--- src/design/sust_pkg.sv ---
// Shared types and codes for the two-set store with union, difference and
// intersection queries. No dependencies; the top level, front end and engine import it.
package sust_pkg;

  // Input item codes for the action field.
  localparam logic [2:0] ACT_INS_A = 3'd0;
  localparam logic [2:0] ACT_INS_B = 3'd1;
  localparam logic [2:0] ACT_UNION = 3'd2;
  localparam logic [2:0] ACT_DIFF  = 3'd3;
  localparam logic [2:0] ACT_ISECT = 3'd4;
  localparam logic [2:0] ACT_CLEAR = 3'd5;

  // Result status codes.
  localparam logic [1:0] ST_ADDED = 2'd0;
  localparam logic [1:0] ST_DUP   = 2'd1;
  localparam logic [1:0] ST_FULL  = 2'd2;
  localparam logic [1:0] ST_ELEM  = 2'd3;

  typedef struct packed {
    logic [2:0]         action;
    logic signed [31:0] value;
  } in_item_t;

  typedef struct packed {
    logic [1:0]         status;
    logic               has_element;
    logic signed [31:0] element;
    logic               last;
  } out_item_t;

  // Decoded command passed from the front end to the engine.
  typedef enum logic [2:0] {
    OP_INS_A,
    OP_INS_B,
    OP_UNION,
    OP_DIFF,
    OP_ISECT,
    OP_CLEAR
  } op_e;

  typedef struct packed {
    op_e                op;
    logic signed [31:0] value;
  } cmd_t;

  typedef enum logic [2:0] {
    S_IDLE,
    S_INS,
    S_RESULT,
    S_OUTER,
    S_INNER,
    S_EMIT,
    S_FINISH
  } state_e;

endpackage

--- src/design/set_store_union_diff_intersect.sv ---
// Top level of the two-set store: front end, command engine and result queue.
// Depends on sust_pkg, sust_front, sust_back and sust_fifo.
//
//   Channel  Handshake           Payload      Moves
//   input    push / full         in_item_i    one action with its value
//   result   pop / empty         out_item_o   one status or query element
//
// A query walks every outer entry against the other set, one entry at a time.
// Reset empties both sets and both queues; the stored values keep old data.
// A full result queue stalls the engine, and the input queue keeps taking
// items until it fills.
module set_store_union_diff_intersect
  import sust_pkg::*;
#(
  parameter int CAPACITY = 16,
  parameter int CmdDepth = 2,
  parameter int ResDepth = 2
) (
  input  logic      clk_i,
  input  logic      rst_ni,
  input  logic      push,
  input  in_item_t  in_item_i,
  output logic      full,
  input  logic      pop,
  output out_item_t out_item_o,
  output logic      empty
);

  cmd_t      cmd;
  logic      cmd_empty, cmd_pop;
  out_item_t res;
  logic      res_push, res_full;
  logic [$bits(out_item_t)-1:0] out_raw;

  sust_front #(
    .CmdDepth(CmdDepth)
  ) u_front (
    .clk_i       (clk_i),
    .rst_ni      (rst_ni),
    .push_i      (push),
    .in_item_i   (in_item_i),
    .full_o      (full),
    .cmd_pop_i   (cmd_pop),
    .cmd_o       (cmd),
    .cmd_empty_o (cmd_empty)
  );

  sust_back #(
    .CAPACITY(CAPACITY)
  ) u_back (
    .clk_i       (clk_i),
    .rst_ni      (rst_ni),
    .cmd_empty_i (cmd_empty),
    .cmd_i       (cmd),
    .cmd_pop_o   (cmd_pop),
    .res_full_i  (res_full),
    .res_push_o  (res_push),
    .res_o       (res)
  );

  sust_fifo #(
    .Width($bits(out_item_t)),
    .Depth(ResDepth)
  ) u_res_fifo (
    .clk_i   (clk_i),
    .rst_ni  (rst_ni),
    .push_i  (res_push),
    .data_i  (res),
    .full_o  (res_full),
    .pop_i   (pop),
    .data_o  (out_raw),
    .empty_o (empty)
  );

  assign out_item_o = out_item_t'(out_raw);

endmodule

--- src/design/sust_fifo.sv ---
// Small synchronous queue used between the front end, the engine and the
// result port. Depends on nothing but its parameters.
module sust_fifo #(
  parameter int Width = 8,
  parameter int Depth = 2
) (
  input  logic             clk_i,
  input  logic             rst_ni,
  input  logic             push_i,
  input  logic [Width-1:0] data_i,
  output logic             full_o,
  input  logic             pop_i,
  output logic [Width-1:0] data_o,
  output logic             empty_o
);

  localparam int PtrW = (Depth > 1) ? $clog2(Depth) : 1;
  localparam int CntW = $clog2(Depth + 1);

  logic [Width-1:0] mem_q [Depth];
  logic [PtrW-1:0]  wr_ptr_q, wr_ptr_d;
  logic [PtrW-1:0]  rd_ptr_q, rd_ptr_d;
  logic [CntW-1:0]  cnt_q, cnt_d;
  logic             do_push, do_pop;

  assign full_o  = (cnt_q == CntW'(Depth));
  assign empty_o = (cnt_q == '0);
  assign do_push = push_i && !full_o;
  assign do_pop  = pop_i && !empty_o;
  assign data_o  = mem_q[rd_ptr_q];

  always_comb begin
    wr_ptr_d = wr_ptr_q;
    rd_ptr_d = rd_ptr_q;
    cnt_d    = cnt_q;
    if (do_push) begin
      wr_ptr_d = (wr_ptr_q == PtrW'(Depth - 1)) ? '0 : wr_ptr_q + 1'b1;
    end
    if (do_pop) begin
      rd_ptr_d = (rd_ptr_q == PtrW'(Depth - 1)) ? '0 : rd_ptr_q + 1'b1;
    end
    if (do_push && !do_pop) begin
      cnt_d = cnt_q + 1'b1;
    end else if (do_pop && !do_push) begin
      cnt_d = cnt_q - 1'b1;
    end
  end

  always_ff @(posedge clk_i or negedge rst_ni) begin
    if (!rst_ni) begin
      wr_ptr_q <= '0;
      rd_ptr_q <= '0;
      cnt_q    <= '0;
    end else begin
      wr_ptr_q <= wr_ptr_d;
      rd_ptr_q <= rd_ptr_d;
      cnt_q    <= cnt_d;
    end
  end

  always_ff @(posedge clk_i) begin
    if (do_push) begin
      mem_q[wr_ptr_q] <= data_i;
    end
  end

endmodule

--- src/design/sust_front.sv ---
// Front end: decodes input items into commands and queues them for the engine.
// Depends on sust_pkg and sust_fifo.
module sust_front
  import sust_pkg::*;
#(
  parameter int CmdDepth = 2
) (
  input  logic     clk_i,
  input  logic     rst_ni,
  input  logic     push_i,
  input  in_item_t in_item_i,
  output logic     full_o,
  input  logic     cmd_pop_i,
  output cmd_t     cmd_o,
  output logic     cmd_empty_o
);

  cmd_t                 dec_cmd;
  logic                 dec_valid;
  logic [$bits(cmd_t)-1:0] cmd_raw;

  // Unused action codes are accepted and dropped here, so they cause no result.
  always_comb begin
    dec_cmd.value = in_item_i.value;
    dec_cmd.op    = OP_CLEAR;
    dec_valid     = 1'b1;
    case (in_item_i.action)
      ACT_INS_A: dec_cmd.op = OP_INS_A;
      ACT_INS_B: dec_cmd.op = OP_INS_B;
      ACT_UNION: dec_cmd.op = OP_UNION;
      ACT_DIFF:  dec_cmd.op = OP_DIFF;
      ACT_ISECT: dec_cmd.op = OP_ISECT;
      ACT_CLEAR: dec_cmd.op = OP_CLEAR;
      default:   dec_valid  = 1'b0;
    endcase
  end

  sust_fifo #(
    .Width($bits(cmd_t)),
    .Depth(CmdDepth)
  ) u_cmd_fifo (
    .clk_i   (clk_i),
    .rst_ni  (rst_ni),
    .push_i  (push_i && dec_valid),
    .data_i  (dec_cmd),
    .full_o  (full_o),
    .pop_i   (cmd_pop_i),
    .data_o  (cmd_raw),
    .empty_o (cmd_empty_o)
  );

  assign cmd_o = cmd_t'(cmd_raw);

endmodule

--- src/design/sust_back.sv ---
// Engine: holds both sets and carries out inserts, clears and queries by
// scanning the stored entries one at a time. Depends on sust_pkg.
module sust_back
  import sust_pkg::*;
#(
  parameter int CAPACITY = 16
) (
  input  logic      clk_i,
  input  logic      rst_ni,
  input  logic      cmd_empty_i,
  input  cmd_t      cmd_i,
  output logic      cmd_pop_o,
  input  logic      res_full_i,
  output logic      res_push_o,
  output out_item_t res_o
);

  localparam int CntW = $clog2(CAPACITY + 1);
  localparam int IdxW = (CAPACITY > 1) ? $clog2(CAPACITY) : 1;

  state_e             state_q, state_d;
  op_e                op_q;
  logic [CntW-1:0]    a_cnt_q, b_cnt_q;
  logic [CntW-1:0]    i_q, j_q;
  logic               ph_q;
  logic               pend_valid_q;
  logic signed [31:0] a_vals_q [CAPACITY];
  logic signed [31:0] b_vals_q [CAPACITY];
  logic signed [31:0] operand_q;
  logic signed [31:0] pend_elem_q;
  logic [1:0]         res_status_q;

  logic [IdxW-1:0]    a_idx, b_idx;
  logic signed [31:0] a_rd, b_rd;
  logic signed [31:0] ins_rd, outer_rd, inner_rd;
  logic [CntW-1:0]    ins_cnt, outer_cnt, inner_cnt;
  logic               ins_end, ins_hit, out_end, in_end, in_hit;
  logic               union_a, keep_miss, emit_ok;

  // In the outer state the outer index addresses both sets; otherwise the
  // inner or insert index does.
  assign a_idx = (state_q == S_OUTER) ? i_q[IdxW-1:0] : j_q[IdxW-1:0];
  assign b_idx = a_idx;
  assign a_rd  = a_vals_q[a_idx];
  assign b_rd  = b_vals_q[b_idx];

  assign ins_rd    = (op_q == OP_INS_A) ? a_rd : b_rd;
  assign ins_cnt   = (op_q == OP_INS_A) ? a_cnt_q : b_cnt_q;
  assign outer_rd  = ph_q ? b_rd : a_rd;
  assign outer_cnt = ph_q ? b_cnt_q : a_cnt_q;
  assign inner_rd  = ph_q ? a_rd : b_rd;
  assign inner_cnt = ph_q ? a_cnt_q : b_cnt_q;

  // The end test always wins over a match, as entries past the count are stale.
  assign ins_end   = (j_q == ins_cnt);
  assign ins_hit   = (ins_rd == operand_q);
  assign out_end   = (i_q == outer_cnt);
  assign in_end    = (j_q == inner_cnt);
  assign in_hit    = (inner_rd == operand_q);
  assign union_a   = (op_q == OP_UNION) && !ph_q;
  assign keep_miss = (op_q == OP_DIFF) || (op_q == OP_UNION);
  assign emit_ok   = !pend_valid_q || !res_full_i;

  // Next state.
  always_comb begin
    state_d = state_q;
    case (state_q)
      S_IDLE: begin
        if (!cmd_empty_i) begin
          case (cmd_i.op)
            OP_INS_A, OP_INS_B: state_d = S_INS;
            OP_CLEAR:           state_d = S_RESULT;
            default:            state_d = S_OUTER;
          endcase
        end
      end
      S_INS: begin
        if (ins_end || ins_hit) begin
          state_d = S_RESULT;
        end
      end
      S_RESULT: begin
        if (!res_full_i) begin
          state_d = S_IDLE;
        end
      end
      S_OUTER: begin
        if (out_end) begin
          state_d = union_a ? S_OUTER : S_FINISH;
        end else begin
          state_d = union_a ? S_EMIT : S_INNER;
        end
      end
      S_INNER: begin
        if (in_end) begin
          state_d = keep_miss ? S_EMIT : S_OUTER;
        end else if (in_hit) begin
          state_d = (op_q == OP_ISECT) ? S_EMIT : S_OUTER;
        end
      end
      S_EMIT: begin
        if (emit_ok) begin
          state_d = S_OUTER;
        end
      end
      S_FINISH: begin
        if (!res_full_i) begin
          state_d = S_IDLE;
        end
      end
      default: state_d = S_IDLE;
    endcase
  end

  // Outputs. An emitted element waits in the pending register until the next
  // one or the end of the query shows whether it is the last.
  always_comb begin
    cmd_pop_o  = 1'b0;
    res_push_o = 1'b0;
    res_o      = '0;
    case (state_q)
      S_IDLE: cmd_pop_o = !cmd_empty_i;
      S_RESULT: begin
        res_push_o    = !res_full_i;
        res_o.status  = res_status_q;
        res_o.last    = 1'b1;
      end
      S_EMIT: begin
        res_push_o        = pend_valid_q && !res_full_i;
        res_o.status      = ST_ELEM;
        res_o.has_element = 1'b1;
        res_o.element     = pend_elem_q;
      end
      S_FINISH: begin
        res_push_o        = !res_full_i;
        res_o.status      = ST_ELEM;
        res_o.has_element = pend_valid_q;
        res_o.element     = pend_valid_q ? pend_elem_q : '0;
        res_o.last        = 1'b1;
      end
      default: ;
    endcase
  end

  always_ff @(posedge clk_i or negedge rst_ni) begin
    if (!rst_ni) begin
      state_q      <= S_IDLE;
      op_q         <= OP_CLEAR;
      a_cnt_q      <= '0;
      b_cnt_q      <= '0;
      i_q          <= '0;
      j_q          <= '0;
      ph_q         <= 1'b0;
      pend_valid_q <= 1'b0;
    end else begin
      state_q <= state_d;
      case (state_q)
        S_IDLE: begin
          if (!cmd_empty_i) begin
            op_q         <= cmd_i.op;
            i_q          <= '0;
            j_q          <= '0;
            ph_q         <= 1'b0;
            pend_valid_q <= 1'b0;
            if (cmd_i.op == OP_CLEAR) begin
              a_cnt_q <= '0;
              b_cnt_q <= '0;
            end
          end
        end
        S_INS: begin
          if (ins_end) begin
            if (ins_cnt != CntW'(CAPACITY)) begin
              if (op_q == OP_INS_A) begin
                a_cnt_q <= a_cnt_q + 1'b1;
              end else begin
                b_cnt_q <= b_cnt_q + 1'b1;
              end
            end
          end else if (!ins_hit) begin
            j_q <= j_q + 1'b1;
          end
        end
        S_OUTER: begin
          if (out_end) begin
            if (union_a) begin
              ph_q <= 1'b1;
              i_q  <= '0;
            end
          end else begin
            j_q <= '0;
          end
        end
        S_INNER: begin
          if (in_end) begin
            if (!keep_miss) begin
              i_q <= i_q + 1'b1;
            end
          end else if (in_hit) begin
            if (op_q != OP_ISECT) begin
              i_q <= i_q + 1'b1;
            end
          end else begin
            j_q <= j_q + 1'b1;
          end
        end
        S_EMIT: begin
          if (emit_ok) begin
            pend_valid_q <= 1'b1;
            i_q          <= i_q + 1'b1;
          end
        end
        default: ;
      endcase
    end
  end

  // Set contents and operands carry no reset.
  always_ff @(posedge clk_i) begin
    case (state_q)
      S_IDLE: begin
        operand_q    <= cmd_i.value;
        res_status_q <= ST_ADDED;
      end
      S_INS: begin
        if (ins_end) begin
          if (ins_cnt == CntW'(CAPACITY)) begin
            res_status_q <= ST_FULL;
          end else begin
            res_status_q <= ST_ADDED;
            if (op_q == OP_INS_A) begin
              a_vals_q[a_cnt_q[IdxW-1:0]] <= operand_q;
            end else begin
              b_vals_q[b_cnt_q[IdxW-1:0]] <= operand_q;
            end
          end
        end else if (ins_hit) begin
          res_status_q <= ST_DUP;
        end
      end
      S_OUTER: begin
        if (!out_end) begin
          operand_q <= outer_rd;
        end
      end
      S_EMIT: begin
        if (emit_ok) begin
          pend_elem_q <= operand_q;
        end
      end
      default: ;
    endcase
  end

endmodule
--- config.mk ---
export PLATFORM = sky130hd
export DESIGN_NAME = set_store_union_diff_intersect
export DESIGN_NICKNAME = d
export VERILOG_FILES = /design/src/design/sust_pkg.sv /design/src/design/set_store_union_diff_intersect.sv /design/src/design/sust_fifo.sv /design/src/design/sust_front.sv /design/src/design/sust_back.sv
export SDC_FILE = /design/constraint.sdc
export NUM_CORES = 2
export LEC_CHECK = 0
export ABC_AREA = 0
export BUFFER_PORTS_ARGS = -buffer_cell sky130_fd_sc_hd__clkbuf_2
export CORE_UTILIZATION = 50
export CTS_BUF_LIST = sky130_fd_sc_hd__clkbuf_16
export DETAILED_ROUTE_END_ITERATION = 6
export MAX_ROUTING_LAYER = met4
export PLACE_DENSITY = 0.66
export SETUP_SLACK_MARGIN = 0.02
export SLEW_MARGIN = 20
export SYNTH_ARGS = -nofsm -noshare
export SYNTH_HDL_FRONTEND = slang
export SYNTH_HIERARCHICAL = 1
export SYNTH_SLANG_ARGS = --single-unit
export TNS_END_PERCENT = 30
--- constraint.sdc ---
create_clock -name clk_i -period 13.1 [get_ports clk_i]
set_input_delay 0.655 -clock clk_i [delete_from_list [all_inputs] [get_ports clk_i]]
set_output_delay 0.655 -clock clk_i [all_outputs]
set_load 0.05 [all_outputs]
Yosys cells after proc, flatten, opt, wreduce, memory -nomap -nowiden
Memory sizes are Yosys's and may differ from the RTL's.
Cells that the tools add are included.
{ "word_totals": {"ramBits": 1166, "inputBits": 39, "reg_bits": 102, "n_memories": 4, "elab_cells": 219} }
{ "classes": {"reduce_logical": 52, "bitwise_logic": 1, "eq_ne": 46, "addsub": 12, "muxes": 87} }
{ "mem_list": {"columns": ["memory", "words", "width", "read_ports", "rd_clocked_by_memory_dff", "wr", "line_no", "rtl"], "rows": [
  ["u_back.a_vals_q", 16, 32, 1, 0, 1, "sust_back.sv:27", "logic signed [31:0] a_vals_q [CAPACITY];"],
  ["u_back.b_vals_q", 16, 32, 1, 0, 1, "sust_back.sv:28", "logic signed [31:0] b_vals_q [CAPACITY];"],
  ["u_res_fifo.mem_q", 2, 36, 1, 0, 1, "sust_fifo.sv:20", "logic [Width-1:0] mem_q [Depth];"],
  ["u_front.u_cmd_fifo.mem_q", 2, 35, 1, 0, 1, "sust_fifo.sv:20", null]
]} }
{ "ops": {"columns": ["cell", "n"], "rows": [
  ["$mux 32", 5],
  ["$mux 5", 24],
  ["$pmux 33 s2", 1],
  ["$eq 32x32->1", 2],
  ["$pmux 32 s2", 1],
  ["$pmux 5 s4", 2],
  ["$mux 3", 10],
  ["$mux 1", 26],
  ["$eq 3x3->1 const B", 7],
  ["$add 5x1->5 const B", 4],
  ["$pmux 5 s2", 2],
  ["$eq 3x2->1 const B", 6],
  ["$pmux 3 s6", 1],
  ["$ne 2x1->1 const B", 8],
  ["$ne 2x2->1 const B", 8],
  ["$eq 5x5->1", 3],
  ["$pmux 3 s5", 1],
  ["$mux 2", 7],
  ["$logic_not 3->1", 4],
  ["$pmux 2 s2", 3],
  ["$reduce_and 6->1", 2],
  ["$logic_and 1x1->1", 11],
  ["$logic_not 1->1", 10],
  ["$reduce_bool 2->1", 5],
  ["23 further kinds", 45]
]} }

Logic depth before layout (Yosys ltp)
{ "depth": {"ltp_word": 9, "depth_mapped": 19, "mapped_depth_nobuf": 12} }

Hierarchy
Netlist, hierarchy kept.
{ "by_module_without_submodules": {"columns": ["module", "cells_per_inst", "n_inst", "area_per_inst_um2"], "rows": [
  ["sust_back", 3517, 1, 51303.0],
  ["sust_fifo (u_res_fifo)", 131, 1, 2944.1],
  ["sust_fifo (u_front.u_cmd_fifo)", 128, 1, 2872.8],
  ["sust_front", 4, 1, 25.0]
]} }

Worst setup path after synthesis
No wires, ideal clock.
{ "synth_timing": {"path_type": "reg2reg", "start": "reg u_back.op_q[1]", "end": "mem u_back.a_vals_q[7][0] (enable)", "arrival_ps": 5252, "stages_incl_launch_ff": 11, "t_required_ps": 12639, "period_less_slack_ps": 5713, "setup_time_ps": 461, "path_slack_ps": 7387, "path_cell_list": "dfrtp_1 nor3_1 mux2i_1 xor2_1 nand3_1 nor3_1 and2_1 clkbuf_1 nor3b_1 nand2_1 nor3_1"} }
{ "synth_between": {"elab_chain_cells": 7} }
{ "synth_lines": {"columns": ["item", "line_no", "rtl"], "rows": [
  ["start, declared", "sust_back.sv:22", "op_e op_q;"],
  ["start signal, assigned", "sust_back.sv:160", "op_q <= cmd_i.op;"],
  ["$logic_not 3->1 *", "sust_back.sv:48, sust_back.sv:231", null],
  ["$mux 5", "sust_back.sv:48", "assign ins_cnt = (op_q == OP_INS_A) ? a_cnt_q : b_cnt_q;"],
  ["$eq 5x5->1", "sust_back.sv:227", "if (ins_cnt == CntW'(CAPACITY)) begin"],
  ["$mux 1", "sust_back.sv:227", null],
  ["$mux 1 *", "sust_back.sv:226", "if (ins_end) begin"],
  ["$mux 1 *", "sust_back.sv:220", "case (state_q)"],
  ["$mux 1 (implied by the code) *", "sust_back.sv:232", "a_vals_q[a_cnt_q[IdxW-1:0]] <= operand_q;"],
  ["end, declared", "sust_back.sv:27", null]
]} }
Every way passes the cells marked *; elsewhere a longest branch is shown, timed or not.

Worst setup path after layout
{ "layout_timing": {"start": "reg u_back.state_q[0]", "end": "reg u_back.state_q[2]"} }
{ "layout_between": {"elab_chain_cells": 8} }
{ "layout_lines": {"columns": ["item", "line_no", "rtl"], "rows": [
  ["start, declared", "sust_back.sv:21", "state_e state_q, state_d;"],
  ["start signal, assigned", "sust_back.sv:156", "state_q <= state_d;"],
  ["$eq 3x2->1", "sust_back.sv:42, sust_back.sv:67", null],
  ["$mux 4", "sust_back.sv:42", "assign a_idx = (state_q == S_OUTER) ? i_q[IdxW-1:0] : j_q[IdxW-1:0];"],
  ["$mem_v2 16x32, on equally long branches", null, null],
  ["$mux 32", "sust_back.sv:47", "assign ins_rd = (op_q == OP_INS_A) ? a_rd : b_rd;"],
  ["$eq 32x32->1", "sust_back.sv:56", "assign ins_hit = (ins_rd == operand_q);"],
  ["$logic_or 1x1->1", "sust_back.sv:78", "if (ins_end || ins_hit) begin"],
  ["$ne 2x1->1 (no source line)", null, null],
  ["$reduce_and 5->1 (no source line)", null, null]
]} }
Parallel ways exist; a longest one is shown, timed or not.
A chain may end at the register's enable or synchronous reset.

==> impl_results.md <==
- Post-synth EDFFs: 1232
- Routed wire length: 174000 µm
- Dpl cell area: 59200 µm²
- Max clock buf depth: 3
- Crit path max-delay family: simple AND/OR/NAND/NOR gates
- Hold Fails Final Rpt: 0
- Met3 Usage GRT: 0.0647
- Iter 0 DRT Violations: 4815
- Mean Syn Cell Area: 15.1 µm²
- Largest net degree at the start of global routing: between 100 and 150
- Clock sinks: 1268
- Initial antenna violation count: 9
- R2r endpoint: u_back/state_q[2]
- Yosys reg bits: 1268
- Largest fanout on the critical path: 52
- RSZ-0062 raised after global routing: no
- Relative slew slack: 0.231
- Tightest Hold Check Type: in -> async
- Drt wl/cell: 32.0 µm
- Layout cells sized above 1: 0.171
- Die Y: 340 µm
- CP required: roughly 14 ns
- TNS Setup: 0 ns
- Core ar.: between 100000 and 150000 µm²
- Worst Clk Skew: 0.0253 ns
- Met1 usage: 0.411
- Mapped cell area: 57100 µm²
- P_sw: 4.92 mW
- Layout area overhead: 10.9%
- Switching Share: 0.360
- Synth Instances: 3780
- Final Slew Violations: 0
- Reg area: 37900 µm²
- Initial core utilization: 0.506
- Clock Power Share: 0.268
- Fmax: roughly 0.14 GHz
- Fill cells: 8873
- Via/cell ratio: 6.61
- Crit path depth: 14
- Tcrit/Tclk final: 0.540
- Yosys top cell by area: edfxtp_1
- First-pass GRT wire length: ~250000 µm
- Outcome: complete, no violations
- Worst Setup SP: u_back/state_q[0]
- Worst-Margin Slew: 1.15 ns
- CP endpoint kind: flip-flop
- CP dominant cell by count: buf_4
- Top cells by area, synth: edfxtp_1 (65%), mux2i_1 (8.1%), mux4_2 (3.3%), nand2_1 (1.9%), mux2_4 (1.6%)
- Top-count cell post-synth: edfxtp_1
- Worst r2r path cells: 14
- Critical Path Start Type: flip-flop
- Worst reg2reg path startpoint: u_back/state_q[0]
- Ys Warns: 6
- CP Cell Sequence: and3b_4 -> buf_4 -> mux2_4 -> buf_4 -> nor2_1 -> a2bb2oi_1 -> nand3_1 -> xor2_1 -> nand2_1 -> nor4_1 -> o221ai_1 -> o31ai_1 -> o211ai_2 -> a211o_1
- # resized after CTS: 0
- Hold buffers post-CTS: 0
- # IOs: 77
- Footprint of the multi-input gates: 17900 µm²
- Grt peak-use layer: met2
- Flop pwr share: 0.409
- RD Place Congestion: 0.956
- Worst Path Arrival: 7.70 ns
- Met2 GRT Util: 0.462
- Drt first pass iters: 6
- Vias: 36100
- Standard-cell rows: 123
- Post-DP HPWL: 97900 µm
- Min Hold Slack: 0.0268 ns
- Flop2flop setup slack: 6.03 ns
- Bufs and invs on worst path: 2
- Min Tclk post-route: 7.07 ns
- Die footprint: approximately 120000 µm²
- Crit-path slowest cell: dfrtp_1
- Worst Setup EP: u_back/state_q[2]
- Comb power frac: 0.324
- CTS buffer count: between 100 and 150
- Most used DFF post-synth: edfxtp_1
- Power Density: 215 nW/µm²
- Syn nets: 3831
- Share of the yosys chip area belonging to registers: 0.663
- GRT Total Usage: 0.309
- Antenna-violating nets left: 0
- Remaining global-route overflow: 0
- Reg clk slew, reported paths: roughly 0.060 ns
- Setup Fix Bufs, Post-CTS: 0
- Critical path's largest stage delay: around 1 ns
- Layout net count: 3905
- Skew-Pair Late Insertion Delay: 0.76 ns
- Critical path class: reg -> reg
- Number of distinct library cells after synthesis: 100
- Final Cell Area: 63400 µm²
- Clock root buffer: clkbuf_16
- # setup viols final: 0
- Pleak: 20.6 nW
- Die Wd: 340 µm
- H-tree levels: 4
- CTS tree: yes
- Internal Pwr Total: approximately 8.7 mW
- Synth top cells by count: edfxtp_1 (1232), mux2i_1 (462), nand2_1 (283), nor2_1 (160), o21ai_0 (109)
- Max-cap viol count: 0
- Max IR drop VDD: about 0.00014 V
- Asr flop ratio synth: 0.0284
- Number of global-route vias before repair: 34700
- Post-synth top area share: 0.647
- # port buffers: 76
- Residual DRC: 0
==> per-stage QoR <==
stage,cells,util,worst slack [ns],power [mW]
final,5461,0.561,6.03,13.6
after global routing,5460,0.561,5.80,14.0
after detailed placement,5217,0.524,6.26,9.95
after floorplan,3780,-,7.39,8.44
after CTS,5458,0.561,6.24,13.6
after global placement,5217,0.524,6.35,9.92
==> registers in the layout, summed over array words and instances, names as in the netlist, 32 cells and up <==
name and count:
u_back/operand_q 32, u_front/u_cmd_fifo/mem_q 70, u_back/pend_elem_q 32, u_res_fifo/mem_q 72
u_back/b_vals_q 512, u_back/a_vals_q 512
==> metal layers <==
metal	part of all wire	wire length [µm]	vias up
met3	0.11	19000	444
met5	0	0	-
li1	-	-	15000
met2	0.46	79600	2230
met4	0.047	8170	0
met1	0.39	67600	18400
==> logic make-up after synthesis <==
logic type | synth area share
flip-flops | 0.663
AND/OR/NAND/NOR | 0.0680
multiplexers | 0.145
AO/OA/AOI/OAI | 0.0792
buffers and inverters | 0.0277
XOR/XNOR | 0.0139
adder cells (fa/ha/maj) | 0.00263
==> power groups by stage <==
stage / sequential, mW / clock (mW) / combinational, mW
global placement: 5.65 / 0 / 4.27
floorplan: 5.71 / 0 / 2.72
CTS: 5.57 / 3.68 / 4.31
finish: 5.57 / 3.66 / 4.42
global route: 5.59 / 3.84 / 4.59
detailed placement: 5.66 / 0 / 4.30
==> worst register-to-register path: cells and delay by family, from the launching register on <==
kind	cells	cell delay, ns
AND/OR/NAND/NOR	5	1.95
flip-flops	1	0.98
XOR/XNOR	1	0.24
buffers and inverters	2	1.45
AO/OA/AOI/OAI	5	1.85
multiplexers	1	0.49
==> worst min-delay path by stage <==
stage | to | slack, ns
4_1_cts | u_front/u_cmd_fifo/mem_q[1][20] | 0.07
6_report | u_res_fifo/cnt_q[0] | 0.03
3_5_place_dp | u_back/pend_elem_q[1] | 0.46
5_1_grt | u_front/u_cmd_fifo/mem_q[1][15] | 0.08
3_3_place_gp | u_back/pend_elem_q[24] | 0.43
2_1_floorplan | u_back/a_cnt_q[0] | 0.36
==> cells in the final DEF (no fill, tap or decap), types with 49 or more instances in the layout <==
cell	instances
a31oi_1	62
mux2i_1	462
clkbuf_16	138
nand3_1	96
o21ai_0	109
a21oi_1	72
a2111oi_0	51
mux2_2	69
mux4_2	84
buf_4	124
nor2b_1	49
inv_1	51
mux2_4	60
and2_1	65
edfxtp_1	1232
xor2_1	57
clkbuf_2	75
nor2_1	142
o221ai_1	63
o22ai_1	55
nand2_1	283
==> layout make-up <==
cell class	instances	area share
inverters	24	0.00142
flip-flops and latches	1268	0.598
diodes	1	0.0000395
clock inverters	103	0.0117
multi-input cells	2223	0.283
well taps	1500	0.0296
clock buffers	138	0.0545
repair buffers	204	0.0220
Power figures use the tool's default switching activity.
